## src/kdlp_pkg.sv

```systemverilog
// Shared types, codes and helpers for the key debounce / long-press scanner.
package kdlp_pkg;

    // Width of the long-press threshold register
    localparam int TICKS_W = 16;

    // Configuration register indexes
    localparam logic [1:0] CFG_LONG_TICKS    = 2'd0;
    localparam logic [1:0] CFG_PRESSED_LEVEL = 2'd1;
    localparam logic [1:0] CFG_SHIELD        = 2'd2;

    // Reset value of the threshold
    localparam logic [TICKS_W-1:0] LONG_TICKS_RST = 16'd100;

    // Reported key state codes
    localparam logic [1:0] KS_IDLE    = 2'd0;
    localparam logic [1:0] KS_CONFIRM = 2'd1;
    localparam logic [1:0] KS_DOWN    = 2'd2;
    localparam logic [1:0] KS_LONG    = 2'd3;

    // Scanner state, one-hot
    typedef enum logic [3:0] {
        S_IDLE    = 4'b0001,
        S_CONFIRM = 4'b0010,
        S_DOWN    = 4'b0100,
        S_LONG    = 4'b1000
    } t_state;

    // Key event codes
    typedef enum logic [1:0] {
        EV_NONE    = 2'd0,
        EV_PRESS   = 2'd1,
        EV_LONG    = 2'd2,
        EV_RELEASE = 2'd3
    } t_event;

    // Configuration registers
    typedef struct packed {
        logic [TICKS_W-1:0] long_press_ticks;
        logic               pressed_level;
        logic               shield;
    } t_cfg;

    // One result item
    typedef struct packed {
        t_event     key_event;
        logic [1:0] key_state;
        logic       pressed_now;
    } t_result;

    // One-hot state to reported code
    function automatic logic [1:0] state_code(input t_state s);
        logic [1:0] c;
        case (s)
            S_IDLE:    c = KS_IDLE;
            S_CONFIRM: c = KS_CONFIRM;
            S_DOWN:    c = KS_DOWN;
            S_LONG:    c = KS_LONG;
            default:   c = KS_IDLE;
        endcase
        return c;
    endfunction

endpackage

```

## src/key_debounce_long_press.sv

```systemverilog
// A result is registered in the output register when its input transaction is taken.
// Throughput: one scan tick per cycle unless the output stalls; the state update loops
// via the state and hold counter registers. A new transaction is taken in the cycle a waiting
// result drains; a stalled result holds off the input. Synchronous active-low reset: state
// idle, hold count 0, threshold 100, pressed level 0, shield off, output empty.
// Top level of the debounced key scanner with long-press repeat.
module key_debounce_long_press #(
    parameter int COUNT_WIDTH = 16
) (
    input  logic        i_clk,
    input  logic        i_rst_n,
    input  logic        i_in_valid,
    output logic        o_in_ready,
    input  logic        i_pin_level,
    output logic        o_out_valid,
    input  logic        i_out_ready,
    output logic [1:0]  o_key_event,
    output logic [1:0]  o_key_state,
    output logic        o_pressed_now,
    input  logic        i_cfg_valid,
    output logic        o_cfg_ready,
    input  logic [1:0]  i_cfg_index,
    input  logic [15:0] i_cfg_data
);
    import kdlp_pkg::*;

    t_cfg                   cfg;
    t_state                 r_state;
    t_state                 n_state;
    logic [COUNT_WIDTH-1:0] r_hold;
    logic [COUNT_WIDTH-1:0] n_hold;
    t_result                n_result;
    t_result                r_result;
    logic                   r_out_valid;
    logic                   in_accept;

    // Configuration registers
    assign o_cfg_ready = 1'b1;

    kdlp_cfg u_cfg (
        .i_clk      (i_clk),
        .i_rst_n    (i_rst_n),
        .i_wr_en    (i_cfg_valid),
        .i_wr_index (i_cfg_index),
        .i_wr_data  (i_cfg_data),
        .o_cfg      (cfg)
    );

    // Per-tick logic
    kdlp_step #(
        .COUNT_WIDTH (COUNT_WIDTH)
    ) u_step (
        .i_state     (r_state),
        .i_hold      (r_hold),
        .i_pin_level (i_pin_level),
        .i_cfg       (cfg),
        .o_state     (n_state),
        .o_hold      (n_hold),
        .o_result    (n_result)
    );

    // Take a new tick whenever the output register is free or being drained
    assign o_in_ready = !r_out_valid || i_out_ready;
    assign in_accept  = i_in_valid && o_in_ready;

    // Scanner state and output valid
    always_ff @(posedge i_clk) begin
        if (!i_rst_n) begin
            r_state     <= S_IDLE;
            r_hold      <= '0;
            r_out_valid <= 1'b0;
        end else begin
            if (in_accept) begin
                r_state <= n_state;
                r_hold  <= n_hold;
            end
            if (in_accept) r_out_valid <= 1'b1;
            else if (i_out_ready) r_out_valid <= 1'b0;
        end
    end

    // Result payload
    always_ff @(posedge i_clk) begin
        if (in_accept) r_result <= n_result;
    end

    assign o_out_valid   = r_out_valid;
    assign o_key_event   = r_result.key_event;
    assign o_key_state   = r_result.key_state;
    assign o_pressed_now = r_result.pressed_now;

endmodule

```

## src/kdlp_cfg.sv

```systemverilog
// Configuration register file of the key scanner.
module kdlp_cfg (
    input  logic          i_clk,
    input  logic          i_rst_n,
    input  logic          i_wr_en,
    input  logic [1:0]    i_wr_index,
    input  logic [15:0]   i_wr_data,
    output kdlp_pkg::t_cfg o_cfg
);
    import kdlp_pkg::*;

    t_cfg r_cfg;
    t_cfg n_cfg;

    // Decode the write transaction
    always_comb begin
        n_cfg = r_cfg;
        if (i_wr_en) begin
            case (i_wr_index)
                CFG_LONG_TICKS:    n_cfg.long_press_ticks = i_wr_data[TICKS_W-1:0];
                CFG_PRESSED_LEVEL: n_cfg.pressed_level    = i_wr_data[0];
                CFG_SHIELD:        n_cfg.shield           = i_wr_data[0];
                default:           n_cfg = r_cfg;
            endcase
        end
    end

    always_ff @(posedge i_clk) begin
        if (!i_rst_n) begin
            r_cfg.long_press_ticks <= LONG_TICKS_RST;
            r_cfg.pressed_level    <= 1'b0;
            r_cfg.shield           <= 1'b0;
        end else begin
            r_cfg <= n_cfg;
        end
    end

    assign o_cfg = r_cfg;

endmodule

```

## src/kdlp_step.sv

```systemverilog
// Next-state, hold counter and event logic for one scan tick.
module kdlp_step #(
    parameter int COUNT_WIDTH = 16
) (
    input  kdlp_pkg::t_state    i_state,
    input  logic [COUNT_WIDTH-1:0] i_hold,
    input  logic                i_pin_level,
    input  kdlp_pkg::t_cfg      i_cfg,
    output kdlp_pkg::t_state    o_state,
    output logic [COUNT_WIDTH-1:0] o_hold,
    output kdlp_pkg::t_result   o_result
);
    import kdlp_pkg::*;

    // Compare width covers both the counter and the threshold
    localparam int CMP_W = (COUNT_WIDTH > TICKS_W) ? COUNT_WIDTH : TICKS_W;

    logic [COUNT_WIDTH-1:0] hold_inc;
    logic [CMP_W-1:0]       hold_ext;
    logic [CMP_W-1:0]       ticks_ext;
    logic                   reached;
    logic [COUNT_WIDTH-1:0] hold_after;
    logic                   pressed;
    t_state                 next_state;
    t_event                 ev;

    // Hold counter: wrap within the counter width, clear at threshold
    assign hold_inc   = i_hold + COUNT_WIDTH'(1);
    assign hold_ext   = CMP_W'(hold_inc);
    assign ticks_ext  = CMP_W'(i_cfg.long_press_ticks);
    assign reached    = (hold_ext >= ticks_ext);
    assign hold_after = reached ? '0 : hold_inc;

    assign pressed = !i_cfg.shield && (i_pin_level == i_cfg.pressed_level);

    // Scanner state machine
    always_comb begin
        next_state = i_state;
        o_hold     = i_hold;
        ev         = EV_NONE;
        if (i_cfg.shield) begin
            next_state = S_IDLE;
        end else begin
            case (i_state)
                S_IDLE: begin
                    if (pressed) next_state = S_CONFIRM;
                end
                S_CONFIRM: begin
                    if (pressed) begin
                        next_state = S_DOWN;
                        ev         = EV_PRESS;
                        o_hold     = '0;
                    end else begin
                        next_state = S_IDLE;
                    end
                end
                S_DOWN: begin
                    if (!pressed) begin
                        next_state = S_IDLE;
                        ev         = EV_RELEASE;
                    end else begin
                        o_hold = hold_after;
                        if (reached) begin
                            next_state = S_LONG;
                            ev         = EV_LONG;
                        end
                    end
                end
                S_LONG: begin
                    // release from long hold gives no event
                    if (!pressed) begin
                        next_state = S_IDLE;
                    end else begin
                        o_hold = hold_after;
                        if (reached) ev = EV_LONG;
                    end
                end
                default: next_state = S_IDLE;
            endcase
        end
    end

    assign o_state              = next_state;
    assign o_result.key_event   = ev;
    assign o_result.key_state   = state_code(next_state);
    assign o_result.pressed_now = pressed;

endmodule

```

## config.mk

```make
export PLATFORM = sky130hd
export DESIGN_NAME = key_debounce_long_press
export DESIGN_NICKNAME = d
export VERILOG_FILES = /design/src/kdlp_pkg.sv /design/src/key_debounce_long_press.sv /design/src/kdlp_cfg.sv /design/src/kdlp_step.sv
export SDC_FILE = /design/constraint.sdc
export NUM_CORES = 1
export LEC_CHECK = 0
export ABC_AREA = 1
export BUFFER_PORTS_ARGS = -buffer_cell sky130_fd_sc_hd__buf_4
export CAP_MARGIN = 5
export CORE_ASPECT_RATIO = 1.75
export CORE_UTILIZATION = 43
export DETAILED_ROUTE_END_ITERATION = 10
export PLACE_DENSITY = 0.72
export SLEW_MARGIN = 10
export SYNTH_ARGS = -nofsm -noshare
export SYNTH_HDL_FRONTEND = slang
export SYNTH_SLANG_ARGS = --single-unit
```

## constraint.sdc

```tcl
create_clock -name i_clk -period 4.1 [get_ports i_clk]
set_input_delay 0.615 -clock i_clk [delete_from_list [all_inputs] [get_ports i_clk]]
set_output_delay 0.615 -clock i_clk [all_outputs]
set_load 0.1 [all_outputs]
```

Word-level counts from Yosys, hierarchy flattened
Cells that the tools add are included.
W data, S select, Z words.
{ "classes": {"n_addsub": 1, "order_cmp": 1, "eq_ne": 12, "muxes": 19, "bitwise_logic": 1, "reduce_logical": 13} }
{ "op_table": {"columns": ["operator", "count"], "rows": [
  ["$mux W16", 3],
  ["$pmux W16 S2", 1],
  ["$mux W4", 5],
  ["$add A16 B1 Y16 const B", 1],
  ["$ge A16 B16 Y1", 1],
  ["$pmux W4 S4", 1],
  ["$pmux W2 S3", 2],
  ["$eq A4 B2 Y1 const B", 2],
  ["$eq A4 B3 Y1 const B", 2],
  ["$eq A4 B4 Y1 const B", 2],
  ["$mux W2", 3],
  ["$reduce_and A2 Y1", 3],
  ["$reduce_and A5 Y1", 1],
  ["$eq A4 B1 Y1 const B", 1],
  ["$ne A2 B1 Y1 const B", 2],
  ["$reduce_bool A2 Y1", 2],
  ["$mux W1", 3],
  ["$mux W3", 1],
  ["$eq A2 B1 Y1 const B", 1],
  ["$eq A2 B2 Y1 const B", 1],
  ["$logic_and A1 B1 Y1", 2],
  ["$logic_not A1 Y1", 2],
  ["$logic_not A2 Y1", 1],
  ["$reduce_or A2 Y1", 1],
  ["3 further kinds", 3]
]} }
{ "word_totals": {"reg_bits": 44, "output_inout_bits": 8} }

Depth between registers and ports, before layout
{ "logic_depth": {"ltp_word": 8, "ltp_mapped": 18} }

Hierarchy
Synthesis repeated with hierarchy kept, for this count alone.
{ "unflattened": {"cells_unflattened": 494, "area_unflattened_um2": 3204.3} }
{ "by_module_without_submodules": {"columns": ["module", "instances", "cells_each", "area_each_um2", "seq_area_each_um2"], "rows": [
  ["kdlp_step", 1, 237, 1286.2, 0.0],
  ["key_debounce_long_press", 1, 141, 1107.3, 570.5],
  ["kdlp_cfg", 1, 116, 810.8, 360.3]
]} }

Worst setup path after synthesis
No wires, ideal clock.
{ "synth_path": {"path_type": "reg2reg", "startpoint": "register r_out_valid (netlist: o_out_valid)", "endpoint": "register r_hold[2]", "setup_ps": 67, "arrival_time_ps": 2798, "required_time_ps": 4033, "slack_ps": 1235, "path_stages_with_launch": 8, "path_buffers": 1, "period_less_slack_ps": 2865, "path_cell_list": "dfxtp_1 -> nand2_1 -> nand2_1 -> nor2_1 -> nand2_1 -> buf_4 -> nand2_1 -> a21oi_2"} }
{ "synth_via": {"elab_chain_cells": 4} }
{ "synth_rtl": {"columns": ["item", "line", "text"], "rows": [
  ["from (decl)", "key_debounce_long_press.sv:34", "logic r_out_valid;"],
  ["from (signal assigned)", "key_debounce_long_press.sv:71", "r_out_valid <= 1'b0;"],
  ["from (signal assigned)", "key_debounce_long_press.sv:77", "if (in_accept) r_out_valid <= 1'b1;"],
  ["from (signal assigned)", "key_debounce_long_press.sv:78", "else if (i_out_ready) r_out_valid <= 1'b0;"],
  ["$logic_not A1 Y1", "key_debounce_long_press.sv:63", "assign o_in_ready = !r_out_valid || i_out_ready;"],
  ["$logic_or A1 B1 Y1", "key_debounce_long_press.sv:63", null],
  ["via o_in_ready", "key_debounce_long_press.sv:13", "output logic o_in_ready,"],
  ["$logic_and A1 B1 Y1", "key_debounce_long_press.sv:64", "assign in_accept = i_in_valid && o_in_ready;"],
  ["$reduce_and A5 Y1 (no source line)", null, null],
  ["to (signal assigned)", "key_debounce_long_press.sv:75", "r_hold <= n_hold;"],
  ["to (decl)", "key_debounce_long_press.sv:30", "logic [COUNT_WIDTH-1:0] r_hold;"]
]} }
The timed path passes the listed nets, and every way through them passes these cells.
A chain may end at the register's enable or synchronous reset.

Worst setup path after layout
{ "layout_path": {"startpoint": "register r_hold[2]", "endpoint": "register r_hold[12]"} }
{ "layout_via": {"elab_chain_cells": 5} }
{ "layout_rtl": {"columns": ["item", "line", "text"], "rows": [
  ["$add A16 B1 Y16 *", "kdlp_step.sv:28", "assign hold_inc = i_hold + COUNT_WIDTH'(1);"],
  ["$ge A16 B16 Y1", "kdlp_step.sv:31", "assign reached = (hold_ext >= ticks_ext);"],
  ["$mux W16 *", "kdlp_step.sv:32", "assign hold_after = reached ? '0 : hold_inc;"],
  ["$mux W16 *", "kdlp_step.sv:58, kdlp_step.sv:71", null],
  ["$pmux W16 S2 *", "kdlp_step.sv:44", "case (i_state)"]
]} }
Every way passes the cells marked *; elsewhere a longest branch is shown, timed or not. The select of a mux whose other input is x is not followed.

==> results.toml <==
[global_route]
track_usage = 0.204
grt-ovfl-total = 0
grt_pass1_vias = 2153
grt_start_max_net_pins = 26
grt_pass1_wl_mm = 9.19
antenna_found_initial = 0

[die]
design.core.area_mm2 = 0.00554
die_area_mm2 = 0.00605
start_util = 0.445
row_count = 36
io_pins = 32
die_h_um = 102
die_x_um = 59.2

[synth]
ys_seq_area_frac = 0.378
synth.cell_area_mm2 = 0.00246
synth_edf_count = 5
synthCells = 338
synth_ff_type = "dfxtp_1"
yosys_warnings = 0
ys_seq_elements = 44
syn-num-nets = 379
syn_avg_cell_area_um2 = 7.29
async_flop_share = 0
yosysUniqueCellTypes = 31

[sta]
fin_skew_ps = 6.65
setup_tns_ps = 0
finalSetupViolations = 0
slew_viol_final = 0
worstMarginPinSlew_ps = 692
holdWs_ps = 463
layout_setup_ws_ps = 1190
finalCritPeriodShare = 0.711
rsz0062_at_grt = "no"
max_freq_mhz = 343
fin_crit_ps = 2910
max-slew-margin-rel = 0.538
hold_violations = 0

[worst_setup_path]
worstPathRequired_ps = 4330
path_class = "flop to flop"
worstSetupEndpointType = "flop"
worstPathArrival_ps = 3140
critPathMaxFanout = 16
critPathLaunchType = "flop"
r2r_slack_ps = 1190

[placed_design]
dp.cells = 435
post-place-ws_ps = 1230
place.gp.congestion = 0.869
numPortBuffers = 30
hpwl_mm = 4.17

[detailed_routing]
route.detailed.drc = 0
postRouteWirelength_mm = 5.47
via_per_inst = 4.98
wl_per_cell_um = 12.3
ant_nets = 0
num_vias = 2208
first_pass_iters = 4
drtIter0Drc = 70

[clocking]
htreeDepth = 2
root_buffer = "clkbuf_8"
worstSkewPairLatency_ps = 310
clkTransAtPathRegs_ps = 90
cts.repair.resized = 0
cts_hold_buf = 0
cts_tree = "done"
cts_buffers = 5
clock-sinks = 44
clk_path_buf_depth = 2
cts_setup_buffers = 0

[final_layout]
area_growth_pct = 14.8
fin_nets = 407
drive_above_1_share = 0.136
diodes = 0
fillerInstances = 519
final_cells = 443

[worst_hold_path]
hold_path.class = "flop to flop"

[power]
ir_drop_uv = 264
leakage_nw = 1.30
power.density_mw_per_mm2 = 313

[status]
status = "finished, final reports clean"

[flow_run]
maxCapViolations = 0
[kinds of logic (layout without fill, tap and decap cells)]
group	Yosys count	in the layout	share of synthesized area
and+or+nand+nor	133	133	0.241
xor gates and xnor gates	14	14	0.0498
AOI/OAI and AO/OA	66	66	0.142
buffers and inverters	63	92	0.102
other	1	1	0.00152
adders and majority gates	17	17	0.0863
DFF	44	44	0.378
[per-stage QoR]
stage	power [mW]	cell area, um^2	utilization
6_report	0.886	2830	0.510
5_1_grt	0.919	2830	0.510
4_1_cts	0.891	2830	0.510
3_5_place_dp	0.606	2740	0.494
3_3_place_gp	0.604	2740	0.494
2_1_floorplan	0.566	2460	-
[placed cells by master, fill, tap and decap left out, types with 2 or more instances in the layout]
| cell | instances |
|---|---|
| nand2_1 | 81 |
| inv_1 | 52 |
| a21oi_1 | 40 |
| dfxtp_1 | 39 |
| buf_4 | 30 |
| nor2_1 | 21 |
| o21ai_0 | 19 |
| ha_1 | 17 |
| nand3_1 | 12 |
| xor2_1 | 11 |
| clkbuf_8 | 6 |
| nor3_1 | 5 |
| edfxtp_1 | 5 |
| xnor2_1 | 3 |
| nand4_1 | 3 |
| o211ai_1 | 3 |
| inv_2 | 2 |
| or2_2 | 2 |
| nor3_2 | 2 |
| a31oi_1 | 2 |
| nor4_1 | 2 |
| clkinv_2 | 2 |
[area by class of cell]
| class | count | area (um^2) | share of cell area |
|---|---|---|---|
| Multi-Input combinational cell | 231 | 1280 | 0.453 |
| Timing Repair Buffer | 30 | 225 | 0.0796 |
| Clock inverter | 2 | 10.0 | 0.00354 |
| Clock buffer | 6 | 82.6 | 0.0292 |
| Sequential cell | 44 | 931 | 0.329 |
| Inverter | 54 | 203 | 0.0717 |
| Tap cell | 76 | 95.1 | 0.0336 |
[worst max-delay path, cell delays in order (launching register included)]
cell and delay [ps]:
dfxtp_1 410, nand2_1 70, nor2_1 220, nand2_1 160, nor2_2 180, nand3b_1 120
xor2_1 220, ha_1 280, a21oi_1 140, o21ai_0 80, nor2_1 200, nand2_1 130
nor2_4 320, nand2_1 160, a21oi_1 150
[synth_stat cells (2+ instances only)]
| library cell | count | area, um^2 |
|---|---|---|
| inv_1 | 52 | 195 |
| o21ai_0 | 19 | 95.1 |
| nand2_1 | 81 | 304 |
| a21oi_1 | 40 | 200 |
| inv_2 | 2 | 7.51 |
| ha_1 | 17 | 213 |
| nor2_1 | 21 | 78.8 |
| buf_4 | 2 | 15.0 |
| dfxtp_1 | 39 | 781 |
| nand3_1 | 12 | 60.1 |
| a31oi_1 | 2 | 12.5 |
| clkbuf_1 | 5 | 18.8 |
| xor2_1 | 11 | 96.3 |
| nand4_1 | 3 | 18.8 |
| nor3_1 | 5 | 25.0 |
| xnor2_1 | 3 | 26.3 |
| edfxtp_1 | 5 | 150 |
| or2_2 | 2 | 12.5 |
| nor3_2 | 2 | 20.0 |
| nor4_1 | 2 | 12.5 |
| o211ai_1 | 3 | 22.5 |
[flip-flops by register name, indices dropped and copies added, names as in the netlist]
register       flops
r_state            4
u_cfg.o_cfg       18
o_out_valid        1
o_key_event        2
o_pressed_now      1
r_hold            16
o_key_state        2
[final timing paths]
check / start / end / depth (start not counted)
worst max-delay path: r_hold[2] / r_hold[12] / 14
worst min-delay path: u_cfg.o_cfg[12] / u_cfg.o_cfg[12] / 2
worst max register to register: r_hold[2] / r_hold[12] / 14
worst min register to register: u_cfg.o_cfg[12] / u_cfg.o_cfg[12] / 2
[routing by layer]
metal  up-vias  part of all wire  GRT usage  wire length [um]
met1       990              0.38      0.200              2090
met2        60              0.55      0.381              2980
li1       1140                 -          -                 -
met3        18             0.031     0.0316               168
met4         0             0.041      0.128               224
met5         -                 0          0                 0
[where the power goes]
part	switching [mW]	total, mW	internal, mW	leakage [nW]
combinational	0.0942	0.135	0.0412	0.886
sequential	0.00794	0.460	0.453	0.368
clock	0.156	0.291	0.135	0.0510
total	0.258	0.886	0.628	1.30
Note: power is estimated with default switching activity, not from simulation.
